<file path="config.mk">
export PLATFORM = sky130hd
export DESIGN_NAME = drum_hit_envelope_detector_top_flat
export DESIGN_NICKNAME = d
export VERILOG_FILES = /design/src/rtl/dhed_pkg.sv /design/src/rtl/dhed_if.sv /design/src/rtl/dhed_pole_unit.sv /design/src/rtl/dhed_chan_store.sv /design/src/rtl/drum_hit_envelope_detector_top.sv /design/src/flat_wrapper.sv
export SDC_FILE = /design/constraint.sdc
export NUM_CORES = 2
export LEC_CHECK = 0
export BUFFER_PORTS_ARGS = -buffer_cell sky130_fd_sc_hd__clkbuf_2
export CORE_ASPECT_RATIO = 1.4
export CORE_MARGIN = 1.5
export CORE_UTILIZATION = 40
export CTS_CLUSTER_SIZE = 25
export DETAILED_ROUTE_END_ITERATION = 10
export PLACE_DENSITY_LB_ADDON = 0.15
export SYNTH_ARGS = -nofsm -noshare
export SYNTH_HDL_FRONTEND = slang
export SYNTH_HIERARCHICAL = 1
export SYNTH_SLANG_ARGS = --single-unit
</file>
<file path="constraint.sdc">
create_clock -name clk -period 25.9 [get_ports clk]
set_clock_uncertainty 0.15 [all_clocks]
set_input_delay 5.18 -clock clk [delete_from_list [all_inputs] [get_ports clk]]
set_output_delay 5.18 -clock clk [all_outputs]
set_load 0.05 [all_outputs]
</file>
<file path="src/rtl/dhed_pkg.sv">
// Shared types and constants for the drum hit envelope detector.
`timescale 1ns / 1ps

package dhed_pkg;

  localparam int DRUM_BITS     = 2;
  localparam int TIME_BITS     = 32;
  localparam int FRAC_BITS     = 8;
  localparam int RATE_BITS     = 16;
  localparam int THR_BITS      = 12;
  localparam int REFR_BITS     = 16;
  localparam int SETTING_BITS  = THR_BITS + REFR_BITS;
  localparam int ENV_OUT_BITS  = 12;
  localparam int CFG_ADDR_BITS = 3;
  localparam int CFG_DATA_BITS = SETTING_BITS;

  localparam logic [RATE_BITS-1:0]    DC_RATE_RESET  = 16'd66;
  localparam logic [RATE_BITS-1:0]    ENV_RATE_RESET = 16'd3277;
  // threshold 400, refractory 80 ms
  localparam logic [SETTING_BITS-1:0] SETTING_RESET  = 28'd328080;

  typedef enum logic [CFG_ADDR_BITS-1:0] {
    REG_DC_RATE  = 3'd0,
    REG_ENV_RATE = 3'd1,
    REG_DRUM0    = 3'd2,
    REG_DRUM1    = 3'd3,
    REG_DRUM2    = 3'd4,
    REG_DRUM3    = 3'd5
  } cfg_reg_t;

  typedef enum logic [5:0] {
    S_IDLE = 6'b000001,
    S_DC   = 6'b000010,
    S_DCU  = 6'b000100,
    S_ENV  = 6'b001000,
    S_ENVU = 6'b010000,
    S_DONE = 6'b100000
  } seq_state_t;

  // channel state write-back control
  typedef struct packed {
    logic we;
    logic hit;
  } chan_wr_t;

endpackage

</file>
<file path="src/rtl/dhed_if.sv">
// Valid/ready channel interfaces for sample items and result items.
`timescale 1ns / 1ps

interface dhed_in_if #(
  parameter int SAMPLE_BITS = 12
);
  import dhed_pkg::*;
  logic                   valid;
  logic                   ready;
  logic [DRUM_BITS-1:0]   drum;
  logic [SAMPLE_BITS-1:0] sample;
  logic [TIME_BITS-1:0]   time_ms;
  logic                   force_hit;

  modport source (output valid, drum, sample, time_ms, force_hit, input ready);
  modport sink   (input valid, drum, sample, time_ms, force_hit, output ready);
endinterface

interface dhed_out_if;
  import dhed_pkg::*;
  logic                    valid;
  logic                    ready;
  logic [DRUM_BITS-1:0]    drum_out;
  logic [ENV_OUT_BITS-1:0] envelope_level;
  logic                    hit;

  modport source (output valid, drum_out, envelope_level, hit, input ready);
  modport sink   (input valid, drum_out, envelope_level, hit, output ready);
endinterface

</file>
<file path="src/rtl/dhed_pole_unit.sv">
// Shared one-pole filter step unit: magnitude, Q0.16 multiply, step apply.
`timescale 1ns / 1ps

module dhed_pole_unit import dhed_pkg::*; #(
  parameter int LW = 20
) (
  input  logic                 clk,
  input  logic                 load,
  input  logic [LW-1:0]        x,
  input  logic [LW-1:0]        y,
  input  logic [RATE_BITS-1:0] rate,
  output logic [LW-1:0]        res
);

  logic [LW-1:0]           mag;
  logic                    up;
  logic [RATE_BITS+LW-1:0] prod;
  logic [LW-1:0]           delta_r;
  logic [LW-1:0]           y_r;
  logic                    up_r;

  assign up   = (x >= y);
  assign mag  = up ? (x - y) : (y - x);
  assign prod = (RATE_BITS+LW)'(rate) * (RATE_BITS+LW)'(mag);

  always_ff @(posedge clk) begin
    if (load) begin
      delta_r <= prod[RATE_BITS+LW-1:RATE_BITS];
      y_r     <= y;
      up_r    <= up;
    end
  end

  // step never exceeds |x - y|, so no wrap
  assign res = up_r ? (y_r + delta_r) : (y_r - delta_r);

endmodule

</file>
<file path="src/rtl/dhed_chan_store.sv">
// Per-channel filter levels and last hit timestamps.
`timescale 1ns / 1ps

module dhed_chan_store import dhed_pkg::*; #(
  parameter int LW         = 20,
  parameter int DRUM_COUNT = 4,
  parameter int IW         = 2
) (
  input  logic                 clk,
  input  logic                 rst_n,
  input  logic [IW-1:0]        rd_idx,
  output logic [LW-1:0]        rd_dc,
  output logic [LW-1:0]        rd_loud,
  output logic [TIME_BITS-1:0] rd_last,
  input  chan_wr_t             wr,
  input  logic [IW-1:0]        wr_idx,
  input  logic [LW-1:0]        wr_dc,
  input  logic [LW-1:0]        wr_loud,
  input  logic [TIME_BITS-1:0] wr_time
);

  // mid-scale offset: 2^(SAMPLE_BITS-1) in Q.8
  localparam logic [LW-1:0] DC_RESET = LW'(1) << (LW - 1);

  logic [LW-1:0]        dc_r   [DRUM_COUNT];
  logic [LW-1:0]        loud_r [DRUM_COUNT];
  logic [TIME_BITS-1:0] last_r [DRUM_COUNT];

  always_ff @(posedge clk) begin
    if (!rst_n) begin
      for (int k = 0; k < DRUM_COUNT; k++) begin
        dc_r[k]   <= DC_RESET;
        loud_r[k] <= '0;
        last_r[k] <= '0;
      end
    end else if (wr.we) begin
      dc_r[wr_idx]   <= wr_dc;
      loud_r[wr_idx] <= wr_loud;
      if (wr.hit) begin
        last_r[wr_idx] <= wr_time;
      end
    end
  end

  assign rd_dc   = dc_r[rd_idx];
  assign rd_loud = loud_r[rd_idx];
  assign rd_last = last_r[rd_idx];

endmodule

</file>
<file path="src/rtl/drum_hit_envelope_detector_top.sv">
// Top level of the drum hit envelope detector: sequencer, config and output register.
`timescale 1ns / 1ps

//  channel | direction | fields                                    | handshake
//  --------+-----------+-------------------------------------------+------------------
//  in_ch   | sink      | drum, sample, time_ms, force_hit          | valid/ready
//  out_ch  | source    | drum_out, envelope_level, hit             | valid/ready
//  cfg_*   | sink      | cfg_addr, cfg_wdata                       | cfg_we, no stall
//
//  An item goes through the states idle, DC multiply, DC update, envelope multiply,
//  envelope update and result; a channel outside DRUM_COUNT goes from idle to result.
//  The one shared 16 x LW multiplier in dhed_pole_unit serves both filters in turn.
//  in_ch.ready is high only while the sequencer is idle.
//  A finished result waits in the sequencer while out_ch holds an untaken transfer.
//  Synchronous active-low reset: rates, settings and channel state return to defaults.

module drum_hit_envelope_detector_top import dhed_pkg::*; #(
  parameter int DRUM_COUNT  = 4,
  parameter int SAMPLE_BITS = 12
) (
  input  logic                     clk,
  input  logic                     rst_n,
  dhed_in_if.sink                  in_ch,
  dhed_out_if.source               out_ch,
  input  logic                     cfg_we,
  input  logic [CFG_ADDR_BITS-1:0] cfg_addr,
  input  logic [CFG_DATA_BITS-1:0] cfg_wdata
);

  localparam int LW = SAMPLE_BITS + FRAC_BITS;            // level width, Q.8
  localparam int CW = (LW > THR_BITS + FRAC_BITS) ? LW : THR_BITS + FRAC_BITS;
  localparam int IW = (DRUM_COUNT > 1) ? $clog2(DRUM_COUNT) : 1;

  seq_state_t state_r, state_nxt;

  // configuration
  logic [RATE_BITS-1:0]    dc_rate_r;
  logic [RATE_BITS-1:0]    env_rate_r;
  logic [SETTING_BITS-1:0] setting_r [DRUM_COUNT];

  // item under work
  logic [DRUM_BITS-1:0] drum_r;
  logic [IW-1:0]        idx_r;
  logic                 chok_r;
  logic [LW-1:0]        raw_r;
  logic [TIME_BITS-1:0] time_r;
  logic                 force_r;
  logic [LW-1:0]        dc_r;
  logic [LW-1:0]        loud_r;
  logic [LW-1:0]        rect_r;
  logic [TIME_BITS-1:0] last_r;
  logic [THR_BITS-1:0]  thr_r;
  logic [REFR_BITS-1:0] refr_r;
  logic                 hit_r;

  // result register
  logic                    out_valid_r;
  logic [DRUM_BITS-1:0]    out_drum_r;
  logic [ENV_OUT_BITS-1:0] out_env_r;
  logic                    out_hit_r;

  logic                 in_xfer;
  logic                 in_chok;
  logic [IW-1:0]        in_idx;
  logic [LW-1:0]        st_dc;
  logic [LW-1:0]        st_loud;
  logic [TIME_BITS-1:0] st_last;
  logic                 pole_load;
  logic [LW-1:0]        pole_x;
  logic [LW-1:0]        pole_y;
  logic [RATE_BITS-1:0] pole_rate;
  logic [LW-1:0]        pole_res;
  logic                 hit_nxt;
  logic [CW-1:0]        loud_ext;
  logic                 out_load;
  chan_wr_t             wr;

  assign in_ch.ready = (state_r == S_IDLE);
  assign in_xfer     = in_ch.valid && in_ch.ready;
  assign in_chok     = (int'(in_ch.drum) < DRUM_COUNT);
  // out-of-range channels read entry 0; that data is never used
  assign in_idx      = in_chok ? IW'(in_ch.drum) : '0;
  assign out_load    = (state_r == S_DONE) && (!out_valid_r || out_ch.ready);

  // ---------------- configuration registers ----------------
  always_ff @(posedge clk) begin
    if (!rst_n) begin
      dc_rate_r  <= DC_RATE_RESET;
      env_rate_r <= ENV_RATE_RESET;
      for (int k = 0; k < DRUM_COUNT; k++) begin
        setting_r[k] <= SETTING_RESET;
      end
    end else if (cfg_we) begin
      if (cfg_addr == REG_DC_RATE) begin
        dc_rate_r <= cfg_wdata[RATE_BITS-1:0];
      end
      if (cfg_addr == REG_ENV_RATE) begin
        env_rate_r <= cfg_wdata[RATE_BITS-1:0];
      end
      for (int k = 0; k < DRUM_COUNT; k++) begin
        if (int'(cfg_addr) == int'(REG_DRUM0) + k) begin
          setting_r[k] <= cfg_wdata[SETTING_BITS-1:0];
        end
      end
    end
  end

  // ---------------- channel state ----------------
  dhed_chan_store #(
    .LW         (LW),
    .DRUM_COUNT (DRUM_COUNT),
    .IW         (IW)
  ) u_store (
    .clk     (clk),
    .rst_n   (rst_n),
    .rd_idx  (in_idx),
    .rd_dc   (st_dc),
    .rd_loud (st_loud),
    .rd_last (st_last),
    .wr      (wr),
    .wr_idx  (idx_r),
    .wr_dc   (dc_r),
    .wr_loud (pole_res),
    .wr_time (time_r)
  );

  // ---------------- shared filter unit ----------------
  // DC tracker uses it in S_DC, the envelope in S_ENV
  assign pole_load = (state_r == S_DC) || (state_r == S_ENV);
  assign pole_x    = (state_r == S_ENV) ? rect_r : raw_r;
  assign pole_y    = (state_r == S_ENV) ? loud_r : dc_r;
  assign pole_rate = (state_r == S_ENV) ? env_rate_r : dc_rate_r;

  dhed_pole_unit #(
    .LW (LW)
  ) u_pole (
    .clk  (clk),
    .load (pole_load),
    .x    (pole_x),
    .y    (pole_y),
    .rate (pole_rate),
    .res  (pole_res)
  );

  // hit test on the freshly updated envelope; both compares strictly greater
  assign hit_nxt = force_r ||
                   ((CW'(pole_res) > CW'({thr_r, {FRAC_BITS{1'b0}}})) &&
                    ((time_r - last_r) > TIME_BITS'(refr_r)));

  assign wr.we  = (state_r == S_ENVU);
  assign wr.hit = hit_nxt;

  // ---------------- sequencer ----------------
  always_comb begin
    state_nxt = state_r;
    case (state_r)
      S_IDLE: begin
        if (in_xfer) begin
          state_nxt = in_chok ? S_DC : S_DONE;
        end
      end
      S_DC:   state_nxt = S_DCU;
      S_DCU:  state_nxt = S_ENV;
      S_ENV:  state_nxt = S_ENVU;
      S_ENVU: state_nxt = S_DONE;
      S_DONE: begin
        if (out_load) begin
          state_nxt = S_IDLE;
        end
      end
      default: state_nxt = S_IDLE;
    endcase
  end

  always_ff @(posedge clk) begin
    if (!rst_n) begin
      state_r <= S_IDLE;
    end else begin
      state_r <= state_nxt;
    end
  end

  // working registers
  always_ff @(posedge clk) begin
    case (state_r)
      S_IDLE: begin
        if (in_xfer) begin
          drum_r  <= in_ch.drum;
          idx_r   <= in_idx;
          chok_r  <= in_chok;
          raw_r   <= {in_ch.sample, {FRAC_BITS{1'b0}}};
          time_r  <= in_ch.time_ms;
          force_r <= in_ch.force_hit;
          dc_r    <= st_dc;
          loud_r  <= in_chok ? st_loud : '0;   // ignored channel reports zero
          last_r  <= st_last;
          thr_r   <= setting_r[in_idx][THR_BITS-1:0];
          refr_r  <= setting_r[in_idx][SETTING_BITS-1:THR_BITS];
          hit_r   <= 1'b0;
        end
      end
      S_DCU: begin
        dc_r   <= pole_res;
        rect_r <= (raw_r >= pole_res) ? (raw_r - pole_res) : (pole_res - raw_r);
      end
      S_ENVU: begin
        loud_r <= pole_res;
        hit_r  <= hit_nxt;
      end
      default: begin
      end
    endcase
  end

  // ---------------- result register ----------------
  assign loud_ext = CW'(loud_r);

  always_ff @(posedge clk) begin
    if (!rst_n) begin
      out_valid_r <= 1'b0;
    end else if (out_load) begin
      out_valid_r <= 1'b1;
    end else if (out_ch.ready) begin
      out_valid_r <= 1'b0;
    end
  end

  always_ff @(posedge clk) begin
    if (out_load) begin
      out_drum_r <= drum_r;
      out_env_r  <= loud_ext[FRAC_BITS+ENV_OUT_BITS-1:FRAC_BITS];
      out_hit_r  <= hit_r;
    end
  end

  assign out_ch.valid          = out_valid_r;
  assign out_ch.drum_out       = out_drum_r;
  assign out_ch.envelope_level = out_env_r;
  assign out_ch.hit            = out_hit_r;

`ifndef SYNTHESIS
  // only one item in flight: an accepted transfer closes the input
  a_one_in_flight: assert property (@(posedge clk) disable iff (!rst_n)
    in_xfer |=> !in_ch.ready)
    else $error("input ready while an item is in work");

  // state is never written for a channel outside DRUM_COUNT
  a_wb_valid_chan: assert property (@(posedge clk) disable iff (!rst_n)
    wr.we |-> chok_r)
    else $error("write-back for an ignored channel");

  // forced item on a live channel always reports a hit
  a_force_hits: assert property (@(posedge clk) disable iff (!rst_n)
    (out_load && chok_r && force_r) |=> (out_ch.valid && out_ch.hit))
    else $error("forced hit lost");

  // ignored channel gives a zero result
  a_ignored_zero: assert property (@(posedge clk) disable iff (!rst_n)
    (out_load && !chok_r) |=> (out_ch.envelope_level == '0 && !out_ch.hit))
    else $error("ignored channel produced a nonzero result");
`endif

endmodule
</file>
<file path="src/flat_wrapper.sv">
// flat-port wrapper written by rule: the top's interface ports become plain ports
module drum_hit_envelope_detector_top_flat import dhed_pkg::*;
#(
  parameter int DRUM_COUNT  = 4,
  parameter int SAMPLE_BITS = 12
)
  (clk, rst_n, cfg_we, cfg_addr, cfg_wdata, in_ch_valid, in_ch_drum, in_ch_sample, in_ch_time_ms, in_ch_force_hit, in_ch_ready, out_ch_valid, out_ch_drum_out, out_ch_envelope_level, out_ch_hit, out_ch_ready);
  dhed_in_if #(.SAMPLE_BITS(SAMPLE_BITS)) in_ch_i ();
  dhed_out_if out_ch_i ();
  input  logic clk;
  input  logic rst_n;
  input  logic cfg_we;
  input  logic [CFG_ADDR_BITS-1:0] cfg_addr;
  input  logic [CFG_DATA_BITS-1:0] cfg_wdata;
  input wire logic [$bits(in_ch_i.valid)-1:0] in_ch_valid;
  input wire logic [$bits(in_ch_i.drum)-1:0] in_ch_drum;
  input wire logic [$bits(in_ch_i.sample)-1:0] in_ch_sample;
  input wire logic [$bits(in_ch_i.time_ms)-1:0] in_ch_time_ms;
  input wire logic [$bits(in_ch_i.force_hit)-1:0] in_ch_force_hit;
  output wire logic [$bits(in_ch_i.ready)-1:0] in_ch_ready;
  output wire logic [$bits(out_ch_i.valid)-1:0] out_ch_valid;
  output wire logic [$bits(out_ch_i.drum_out)-1:0] out_ch_drum_out;
  output wire logic [$bits(out_ch_i.envelope_level)-1:0] out_ch_envelope_level;
  output wire logic [$bits(out_ch_i.hit)-1:0] out_ch_hit;
  input wire logic [$bits(out_ch_i.ready)-1:0] out_ch_ready;
  assign in_ch_i.valid = in_ch_valid;
  assign in_ch_i.drum = in_ch_drum;
  assign in_ch_i.sample = in_ch_sample;
  assign in_ch_i.time_ms = in_ch_time_ms;
  assign in_ch_i.force_hit = in_ch_force_hit;
  assign in_ch_ready = in_ch_i.ready;
  assign out_ch_valid = out_ch_i.valid;
  assign out_ch_drum_out = out_ch_i.drum_out;
  assign out_ch_envelope_level = out_ch_i.envelope_level;
  assign out_ch_hit = out_ch_i.hit;
  assign out_ch_i.ready = out_ch_ready;
  drum_hit_envelope_detector_top #(.DRUM_COUNT(DRUM_COUNT), .SAMPLE_BITS(SAMPLE_BITS)) u_core (.clk(clk), .rst_n(rst_n), .in_ch(in_ch_i), .out_ch(out_ch_i), .cfg_we(cfg_we), .cfg_addr(cfg_addr), .cfg_wdata(cfg_wdata));
endmodule
</file>
==> impl_results.md <==
* Crit end category: flop
* Yosys synthesis warning count at 6
* Synth unique cells at 87
* Slowest cell on crit path: a21oi_4
* Final Hold Viols at 0
* Number of max-slew violations in the final report at 0
* Leak at 20.4 nW
* WL per Instance at 22.2 um
* Height of the die at 398 um
* Max_cap viols at 0
* Post-Syn Area per Cell at 11.1 um^2
* Fmax at 0.0813 GHz
* GRT overflow at 0
* Worst slew pin tran at 1150 ps
* Core area at 110000 um^2
* Synth Instances at 4025
* Num CTS Buffers at 68
* Status: finished clean
* Tcrit/Tclk final at 47.5%
* RSZ-0062 raised after global routing: false
* Final setup fails at 0
* Share of the synthesized area in the top cell type at 42.0%
* GRT met2 Usage at 42.7%
* Row cnt at 144
* CP arrival at 12540 ps
* Vias in the first global route at 31600
* Root buf cell: clkbuf_16
* Synth Area in Adders at 18.3%
* Fin util at 44.3%
* Detailed Route Iter0 Violations at 1613
* Main combinational cell family by area after synthesis: adder cells
* Maximum VDD drop at 0.0558 mV
* Input/output buffers at 99
* PD cells at 79.4 nW/um^2
* Worst r2r path cells at 34
* DRC viols at 0
* Number of synthesized flops with an enable pin at 624
* Crit-path max FO at 67
* P&R area growth vs syn at 9.57%
* Top delay family on crit path: adder cells
* Buf+Inv Stages, Crit Path at 6
* Top post-synthesis cells by area: edfxtp_1, fa_1, ha_1
* Ys async rst share at 0%
* Reg clk slew, reported paths at 70 ps
* H-tree depth at 3
* Worst path depth at 34
* Initial antenna violation count at 3
* Post-CTS sizing at 0
* Slew headroom at 23.4%
* Clk buf depth at 3
* Critical Path Most Common Cell: fa_1
* Gr busiest metal: met2
* Area of the die at 114000 um^2
* Most frequent cell after synthesis: edfxtp_1
* Detail Route Antenna Nets at 0
* Simple logic cell fraction of the synthesized area at 16.1%
* I/O Pins at 100
* Min Clock Period, post-route at 12300 ps
* Power after layout at 3.88 mW
* Dpl hpwl at 86000 um
* Final WL at 124000 um
* Vias per inst at 5.28
* Fraction of layout cells with a size suffix above 1 at 11.2%
* CP required at 26140 ps
* Synth Area in XOR/XNOR at 2.10%
* Worst hold path depth at 0
* Syn_nets at 4608
* Design area at 48900 um^2
* Mux cell area share after synthesis at 6.92%
* RD Place Congestion at 0.896
* Cell taking the most area after synthesis: edfxtp_1
* Via count at 29500
* Hold_buf cts at 0
* Clock sinks at 663
* Main synth FF type: edfxtp_1
* Post-synth top cells: edfxtp_1, nand2_1, inv_1, and2_1, fa_1
* Fill cells at 10500
* Worst setup SP type: flop
* CTS tree: done
* First-pass GRT wire length at 190000 um
* First-pass iteration count of the detailed router at 5
* Initial core utilization at 40.5%
* Global Route Usage Sum at 22.2%
* Critical path class: flop to flop
* Synthesized area at 44600 um^2
* Setup TNS Final at 0 ps
* Worst skew pair latency at 640 ps
* Sequential share of the synthesized area at 43.7%
* GR Util met3 at 2.36%
* Largest net degree at the start of global routing at 68
* Setup Fix Bufs, Post-CTS at 0
* Compound-cell area share of the yosys netlist at 6.87%
* Number of synthesized register bits at 663
* Worst stage delay on the critical path at 890 ps
* Horiz. Die Dim at 285 um
* Placed inst area at 46700 um^2
* Met1 Usage GRT at 25.3%
* # nets final at 4654
* Hold crit path type: flop to flop
-- registers in the layout, indices dropped and copies added (netlist names), 20 cells and up --
register,flops
u_core/loud_ext,20
u_core/last_r,32
u_core/u_store/last_r,128
u_core/u_pole/y_r,20
u_core/rect_r,20
u_core/u_store/loud_r,80
u_core/setting_r,112
u_core/u_pole/delta_r,20
u_core/u_store/dc_r,80
u_core/dc_r,20
u_core/time_r,32
-- layout by cell type, fill, tap and decap left out, types with 9 or more instances in the layout --
cell	netlist	layout
edfxtp_1	624	624
nand2_1	546	545
inv_1	453	452
and2_1	331	331
fa_1	254	254
ha_1	246	246
nor2_1	209	205
a21oi_1	127	127
mux4_2	100	100
clkbuf_2	3	96
o21ai_0	97	89
buf_4	12	80
nand2b_1	75	75
clkbuf_16	0	71
a21o_1	64	64
xnor2_1	62	62
and3_1	54	54
nand3_1	46	46
xor2_1	45	45
nor2b_1	42	41
dfxtp_1	39	39
nor3_1	38	37
mux2i_1	34	34
mux2_2	34	34
or3_1	33	33
a21boi_0	29	29
o21bai_1	24	24
nand4_1	24	24
o21a_1	19	19
a31oi_1	19	19
clkinv_2	0	16
a211oi_1	14	14
clkbuf_1	124	13
nand3b_1	12	12
clkinv_1	2	10
nor4_1	10	10
o211ai_1	9	9
-- final cells by class --
type	count	area, um^2	area share, %
tap	1460	1830	3.74
sequential	663	19500	39.9
clock inverter	39	343	0.701
timing repair buffer	177	1090	2.23
antenna	3	7.51	0.0154
inverter	455	1710	3.50
multi-input combinational	2706	22500	46.1
clock buffer	86	1850	3.79
-- worst reg2reg max path: cells and delay by family (launching register included) --
| family | cells | cell delay, ps |
|---|---|---|
| fa+ha+maj | 8 | 4140 |
| compound gates | 11 | 3840 |
| buf+inv | 6 | 1160 |
| xor+xnor | 1 | 170 |
| mux | 2 | 780 |
| simple gates | 6 | 1470 |
| flops | 1 | 330 |
-- power breakdown --
part,internal (mW),total [mW],switching (mW)
clock network,0.553,0.986,0.433
logic,0.596,1.59,0.991
registers,1.28,1.31,0.0314
total,2.42,3.88,1.46
-- stage by stage --
stage | hold slack (ps) | cells | worst slack [ps]
3_5_place_dp | 259 | 5461 | 13480
3_3_place_gp | 256 | 5461 | 13740
4_1_cts | 278 | 5586 | 13470
6_report | 276 | 5589 | 13600
5_1_grt | 281 | 5589 | 12940
2_1_floorplan | 250 | 4025 | 16110
-- cells by family after synthesis --
group,count (synthesis)
AOI/OAI and AO/OA,472
xor gates and xnor gates,107
adders and majority gates,500
buffers and inverters,656
DFF,663
muxes,176
and+or+nand+nor,1451
-- final timing paths --
kind	end	slack, ps	start
max	u_core/u_pole/delta_r[18]	13600	u_core/state_r[5]
min	u_core/out_ch.hit	280	u_core/hit_r
max reg2reg	u_core/u_pole/delta_r[18]	13600	u_core/state_r[5]
min reg2reg	u_core/out_ch.hit	280	u_core/hit_r
-- layer usage --
layer	part of all wire, %	vias to the layer above
met5	0	-
met4	2.9	0
met3	3.3	184
met2	55	581
met1	39	15000
li1	-	13800
Note: power is estimated with default switching activity, not from simulation.
